File: src/hw/rtl/tsbs_pkg.sv
// Shared widths, codes and types for the sorted timestamp search block.
`timescale 1ns / 1ps

package tsbs_pkg;

    localparam int unsigned STAMP_W     = 64;
    localparam int unsigned IDX_W       = 10;
    localparam int unsigned LOC_W       = 11;
    localparam int unsigned SUM_W       = LOC_W + 1;
    localparam int unsigned TABLE_DEPTH = 1024;

    localparam logic FUNC_WRITE  = 1'b0;
    localparam logic FUNC_SEARCH = 1'b1;

    typedef enum logic {
        ST_IDLE,
        ST_SEARCH
    } t_state;

    typedef struct packed {
        logic             valid;
        logic             found;
        logic [LOC_W-1:0] location;
    } t_result;

endpackage

File: src/hw/rtl/tsbs_ctrl.sv
// Search sequencer: issues table reads, narrows the bounds and forms the result.
`timescale 1ns / 1ps

module tsbs_ctrl #(
    parameter int unsigned DEPTH = tsbs_pkg::TABLE_DEPTH,
    parameter int unsigned AW    = $clog2(DEPTH)
) (
    input  logic                                i_clk,
    input  logic                                i_rst_n,
    input  logic                                i_start,
    input  logic                                i_func,
    input  logic [tsbs_pkg::IDX_W-1:0]          i_entry_index,
    input  logic signed [tsbs_pkg::STAMP_W-1:0] i_stamp,
    input  logic [tsbs_pkg::LOC_W-1:0]          i_entry_count,
    output logic                                o_busy,
    output logic                                o_wr_en,
    output logic [AW-1:0]                       o_wr_addr,
    output logic                                o_rd_en,
    output logic [AW-1:0]                       o_rd_addr,
    input  logic [tsbs_pkg::STAMP_W-1:0]        i_rd_data,
    output tsbs_pkg::t_result                   o_result
);

    localparam int unsigned LOC_MAX = (1 << tsbs_pkg::LOC_W) - 1;
    localparam int unsigned CLAMP   = (DEPTH < LOC_MAX) ? DEPTH : LOC_MAX;
    localparam logic [tsbs_pkg::LOC_W-1:0] CLAMP_V = tsbs_pkg::LOC_W'(CLAMP);

    tsbs_pkg::t_state r_state, n_state;
    logic [tsbs_pkg::LOC_W-1:0] r_lo, n_lo;
    logic [tsbs_pkg::LOC_W-1:0] r_hi_ex, n_hi_ex;
    logic [tsbs_pkg::LOC_W-1:0] r_mid, n_mid;
    logic signed [tsbs_pkg::STAMP_W-1:0] r_key, n_key;
    tsbs_pkg::t_result r_result, n_result;

    logic                       accept;
    logic [tsbs_pkg::LOC_W-1:0] count;
    logic [tsbs_pkg::LOC_W-1:0] step_lo;
    logic [tsbs_pkg::LOC_W-1:0] step_hi_ex;
    logic [tsbs_pkg::SUM_W-1:0] mid_sum;
    logic signed [tsbs_pkg::STAMP_W-1:0] probe;

    assign accept = i_start && (r_state == tsbs_pkg::ST_IDLE);
    assign count  = (i_entry_count > CLAMP_V) ? CLAMP_V : i_entry_count;
    assign probe  = $signed(i_rd_data);

    assign o_wr_en   = accept && (i_func == tsbs_pkg::FUNC_WRITE)
                       && (32'(i_entry_index) < 32'(DEPTH));
    assign o_wr_addr = AW'(i_entry_index);

    // Bounds are kept as [lo, hi_ex): the range is empty once lo reaches hi_ex.
    always_comb begin
        n_state  = r_state;
        n_lo     = r_lo;
        n_hi_ex  = r_hi_ex;
        n_mid    = r_mid;
        n_key    = r_key;
        n_result = r_result;
        n_result.valid = 1'b0;
        o_rd_en  = 1'b0;
        step_lo    = r_lo;
        step_hi_ex = r_hi_ex;
        mid_sum    = '0;

        case (r_state)
            tsbs_pkg::ST_IDLE: begin
                if (accept && (i_func == tsbs_pkg::FUNC_SEARCH)) begin
                    n_key   = i_stamp;
                    n_lo    = '0;
                    n_hi_ex = count;
                    if (count == '0) begin
                        n_result.valid    = 1'b1;
                        n_result.found    = 1'b0;
                        n_result.location = '0;
                    end else begin
                        mid_sum = {1'b0, count} - tsbs_pkg::SUM_W'(1);
                        n_mid   = mid_sum[tsbs_pkg::SUM_W-1:1];
                        o_rd_en = 1'b1;
                        n_state = tsbs_pkg::ST_SEARCH;
                    end
                end
            end
            tsbs_pkg::ST_SEARCH: begin
                if (probe == r_key) begin
                    n_result.valid    = 1'b1;
                    n_result.found    = 1'b1;
                    n_result.location = r_mid;
                    n_state           = tsbs_pkg::ST_IDLE;
                end else begin
                    if (r_key < probe) begin
                        step_hi_ex = r_mid;
                    end else begin
                        step_lo = r_mid + tsbs_pkg::LOC_W'(1);
                    end
                    n_lo    = step_lo;
                    n_hi_ex = step_hi_ex;
                    if (step_lo < step_hi_ex) begin
                        mid_sum = {1'b0, step_lo} + {1'b0, step_hi_ex}
                                  - tsbs_pkg::SUM_W'(1);
                        n_mid   = mid_sum[tsbs_pkg::SUM_W-1:1];
                        o_rd_en = 1'b1;
                    end else begin
                        n_result.valid    = 1'b1;
                        n_result.found    = 1'b0;
                        n_result.location = step_lo;
                        n_state           = tsbs_pkg::ST_IDLE;
                    end
                end
            end
            default: begin
                n_state = tsbs_pkg::ST_IDLE;
            end
        endcase
    end

    assign o_rd_addr = AW'(n_mid);

    always_ff @(posedge i_clk) begin
        if (!i_rst_n) begin
            r_state  <= tsbs_pkg::ST_IDLE;
            r_result <= '0;
        end else begin
            r_state  <= n_state;
            r_result <= n_result;
        end
    end

    always_ff @(posedge i_clk) begin
        r_lo    <= n_lo;
        r_hi_ex <= n_hi_ex;
        r_mid   <= n_mid;
        r_key   <= n_key;
    end

    assign o_busy   = (r_state != tsbs_pkg::ST_IDLE);
    assign o_result = r_result;

endmodule

File: config.mk
export PLATFORM = sky130hd
export DESIGN_NAME = tsbs_ctrl
export DESIGN_NICKNAME = d
export VERILOG_FILES = /design/src/hw/rtl/tsbs_pkg.sv /design/src/hw/rtl/tsbs_ctrl.sv
export SDC_FILE = /design/constraint.sdc
export NUM_CORES = 1
export LEC_CHECK = 0
export BUFFER_PORTS_ARGS = -buffer_cell sky130_fd_sc_hd__buf_2
export CAP_MARGIN = 10
export CORE_MARGIN = 2
export CORE_UTILIZATION = 43
export DETAILED_ROUTE_END_ITERATION = 8
export GPL_TIMING_DRIVEN = 1
export PLACE_DENSITY = 0.73
export SLEW_MARGIN = 40
export SYNTH_ARGS = -nofsm -noshare
export SYNTH_HDL_FRONTEND = slang
export SYNTH_SLANG_ARGS = --single-unit
File: constraint.sdc
create_clock -name i_clk -period 8.25 [get_ports i_clk]
set_input_delay 1.65 -clock i_clk [delete_from_list [all_inputs] [get_ports i_clk]]
set_output_delay 1.65 -clock i_clk [all_outputs]
set_load 0.01 [all_outputs]
==> flow_metrics.py <==
metrics = {
    "status": {
        "outcome": "complete, no violations",
    },
    "place": {
        "place_congestion": 0.8685,
        "dp_cells": 1116,
        "dpl.hpwl_mm": 13.73,
        "io_buffers": 168,
    },
    "timing": {
        "post-route-period-util_pct": 97.97,
        "finalHoldViolations": 0,
        "finClkSkew_ns": 0.01328,
        "maxSlewViolCount": 0,
        "fin_crit_ns": 8.083,
        "fmax_mhz": 123.7,
        "tightest_slew_ns": 0.8514,
        "timing.slew.headroom_pct": 43.24,
        "finalSetupViolCount": 0,
    },
    "yosys": {
        "netlist.area_leader.share_pct": 35.93,
        "synth_top_cell_by_area": "edfxtp_1",
        "synth_top_family_by_area": "adder cells",
        "synth_fa_ha_area_share_pct": 16.59,
        "synth-simple-area-share_pct": 12.90,
        "synth.ff_latch_count": 111,
        "synth_area_mm2": 0.007272,
        "synthCells": 732,
        "yosysSeqAreaShare_pct": 42.53,
        "synthesis.nets": 980,
        "synthXorXnorAreaFrac_pct": 2.891,
        "synth_compound_area_share_pct": 14.75,
        "synth-async-reset-ratio_pct": 0,
        "synthTopCellsByArea": "edfxtp_1 (36%), ha_1 (16%), dfxtp_1 (6.6%)",
        "synthMuxAreaShare_pct": 2.065,
        "synth_warnings": 0,
        "synth_edf_count": 87,
        "synthFlopType": "edfxtp_1",
        "syn_area_per_cell_um2": 9.934,
        "ys_types": 68,
    },
    "cells_and_area": {
        "multi_input_area_mm2": 0.003910,
        "area_delta_synth_final_pct": 26.38,
        "final_util_pct": 55.42,
        "regArea_mm2": 0.003093,
        "layout_commonest_cell": "buf_2",
        "layout_common_cells": "buf_2 (168), inv_1 (92), edfxtp_1 (87), ha_1 (82), a21oi_1 (52)",
        "fin_cells": 1143,
        "drive_above_1_share_pct": 31.85,
        "final.fill_count": 1433,
        "n_antenna_cell": 0,
        "nets": 1166,
    },
    "setup_path": {
        "slowest_delay_ns": 0.57,
        "reg2reg_depth": 25,
        "worstSetupStartpointType": "input port",
        "path_max_fanout": 11,
        "worstReg2RegStart": "r_key[36]$_DFFE_PP_",
        "cp.arrival_ns": 6.43,
        "worstSetupPathType": "input port to output port",
        "rrSetupSlack_ns": 2.85,
        "path_depth": 24,
        "critPathTopFamily": "simple AND/OR/NAND/NOR gates",
        "r2r_end": "o_result[0]$_SDFFE_PN0P_",
        "required_ns": 6.60,
        "crit_path_cell_trace": "buf_2, inv_1, ha_1, nand4_1, or4_4, nor4_4, and3_4, a221o_2, nor3_4, or2_4, buf_12, mux2i_2, ha_4, nand4_1, buf_4, nor2_1, nor2_1, nand2_1, a211oi_4, and2b_4, nor2b_2, buf_4, a221o_1, buf_2",
        "worstPathBufferInverterCount": 6,
        "end_kind": "output port",
        "cp_slowest_cell": "or4_4",
    },
    "grt": {
        "grt_pass1_vias": 5969,
        "grt_max_degree": 66,
        "overflow": 0,
        "grt_pass1_wl_mm": 28.86,
        "grtUsageTotal_pct": 20.18,
        "antenna_found_initial": 0,
    },
    "power": {
        "cellPowerDensity_mw_per_mm2": 268.7,
        "switching_share_pct": 38.56,
        "power_leakage_nw": 4.171,
        "p_int_mw": 1.517,
        "p_comb_share_pct": 50.6,
        "clockPowerShare_pct": 18.5,
        "sequentialPowerShare_pct": 30.9,
        "ir_worst_vdd_mv": 0.1931,
        "switching_power_uw": 952.4,
    },
    "hold_path": {
        "min_to": "o_result[1]$_SDFFE_PN0P_",
        "hold_path_class": "register to register",
        "min_path_cells": 1,
        "min-delay-start": "o_result[1]$_SDFFE_PN0P_",
    },
    "flow_run": {
        "max_cap_violations": 0,
    },
    "clock_network": {
        "cts_tree": "yes",
        "path_clk_slew_ns": 0.08,
        "worstSkewPairLatency_ns": 0.36,
        "cts_max_path_buffers": 2,
        "cts_sinks": 111,
        "cts-root-buf": "clkbuf_16",
        "cts_buffers": 9,
        "cts_htree_levels": 3,
    },
    "floorplan": {
        "die-area_mm2": 0.01797,
        "core_mm2": 0.01658,
        "initial_core_util_pct": 43.85,
        "die_x_um": 134.0,
        "rows": 47,
        "ioPinCount": 189,
        "fp.dieH_um": 134.0,
    },
    "route": {
        "via_per_inst": 5.325,
        "wirelength_mm": 18.74,
        "first_pass_iters": 4,
        "detail_route.drc_violations": 0,
        "final_antenna_net_count": 0,
        "post_drt_wl_per_cell_um": 16.39,
        "dr_total_vias": 6086,
        "drtIter0Drc": 386,
    },
}
==> final cells by class <==
class,instances,area share [%]
multi-input combinational,485,42.55
sequential,111,33.66
timing repair buffer,215,13.52
inverter,96,3.921
tap,220,2.995
clock buffer,9,2.451
clock inverter,7,0.9122
==> stage by stage <==
step / instance area (um^2) / power [mW] / setup TNS, ns / setup slack (ns) / hold WS [ns]
floorplan: 7273 / 1.497 / 0 / 0.1357 / 0.4904
global placement: 8447 / 1.772 / 0 / 0.1915 / 0.4573
detailed placement: 8449 / 1.783 / 0 / 0.07904 / 0.4586
CTS: 8758 / 2.254 / 0 / 0.04923 / 0.4783
global route: 9190 / 2.632 / -0.6338 / -0.1081 / 0.4883
finish: 9190 / 2.470 / 0 / 0.1673 / 0.4734
==> layer usage <==
layer  GRT usage [%]  routed length (um)  part of all wire, %
met1           26.52                8238                   44
met2           34.27                8994                   48
met3           2.797                1095                  5.8
met4           6.959                 408                  2.2
met5               0                   0                    0
==> synth_stat cells (3+ instances only) <==
master and number:
edfxtp_1 87, or3_1 5, nand4_1 15, ha_1 94, nor3_1 16, nor4_1 5
nand2b_1 3, buf_4 21, dfxtp_1 24, a21oi_1 63, a211oi_1 6, nand2_1 49
a31o_2 5, nor2_1 51, o211ai_1 4, a22o_1 9, nor2b_1 4, a21o_1 7
o21ai_0 27, nand3_1 15, a221oi_1 3, buf_2 4, a31oi_1 6, xnor2_1 13
inv_1 95, a221o_1 9, mux2i_1 15, and3_1 8, xor2_1 11, clkbuf_1 12
==> worst max-delay path by stage <==
stage | start | slack (ns) | end
finish | i_rd_data[38] | 0.17 | o_rd_addr[6]
global route | i_rd_data[38] | -0.11 | o_rd_addr[9]
CTS | i_rd_data[15] | 0.05 | o_rd_addr[1]
detailed placement | i_rd_data[1] | 0.08 | o_rd_addr[9]
global placement | i_rd_data[1] | 0.19 | o_rd_addr[9]
floorplan | i_rd_data[43] | 0.14 | o_rd_addr[9]
==> power by group through the flow <==
stage | Clock (mW) | Sequential, mW | Combinational, mW
2_1_floorplan | 0 | 0.727 | 0.769
3_3_place_gp | 0 | 0.762 | 1.01
3_5_place_dp | 0 | 0.762 | 1.02
4_1_cts | 0.471 | 0.749 | 1.03
5_1_grt | 0.491 | 0.772 | 1.37
6_report | 0.457 | 0.763 | 1.25
==> logic make-up after synthesis <==
logic type / after synthesis
buffers and inverters: 136
flip-flops: 111
AO/OA/AOI/OAI: 162
multiplexers: 15
AND/OR/NAND/NOR: 188
XOR/XNOR: 24
adder cells (fa/ha/maj): 96
==> what timing repair did <==
item | CTS | global route
setup endpoints to repair | 0 | 11
hold buffers | 0 | 0
resized for setup | 0 | 57
setup buffers | 0 | 11
==> registers in the layout, summed over array words and instances, names as in the netlist <==
name / count
o_busy: 1
r_mid: 11
r_hi_ex: 11
r_key: 64
r_lo: 11
o_result: 13
Power figures use the tool's default switching activity.
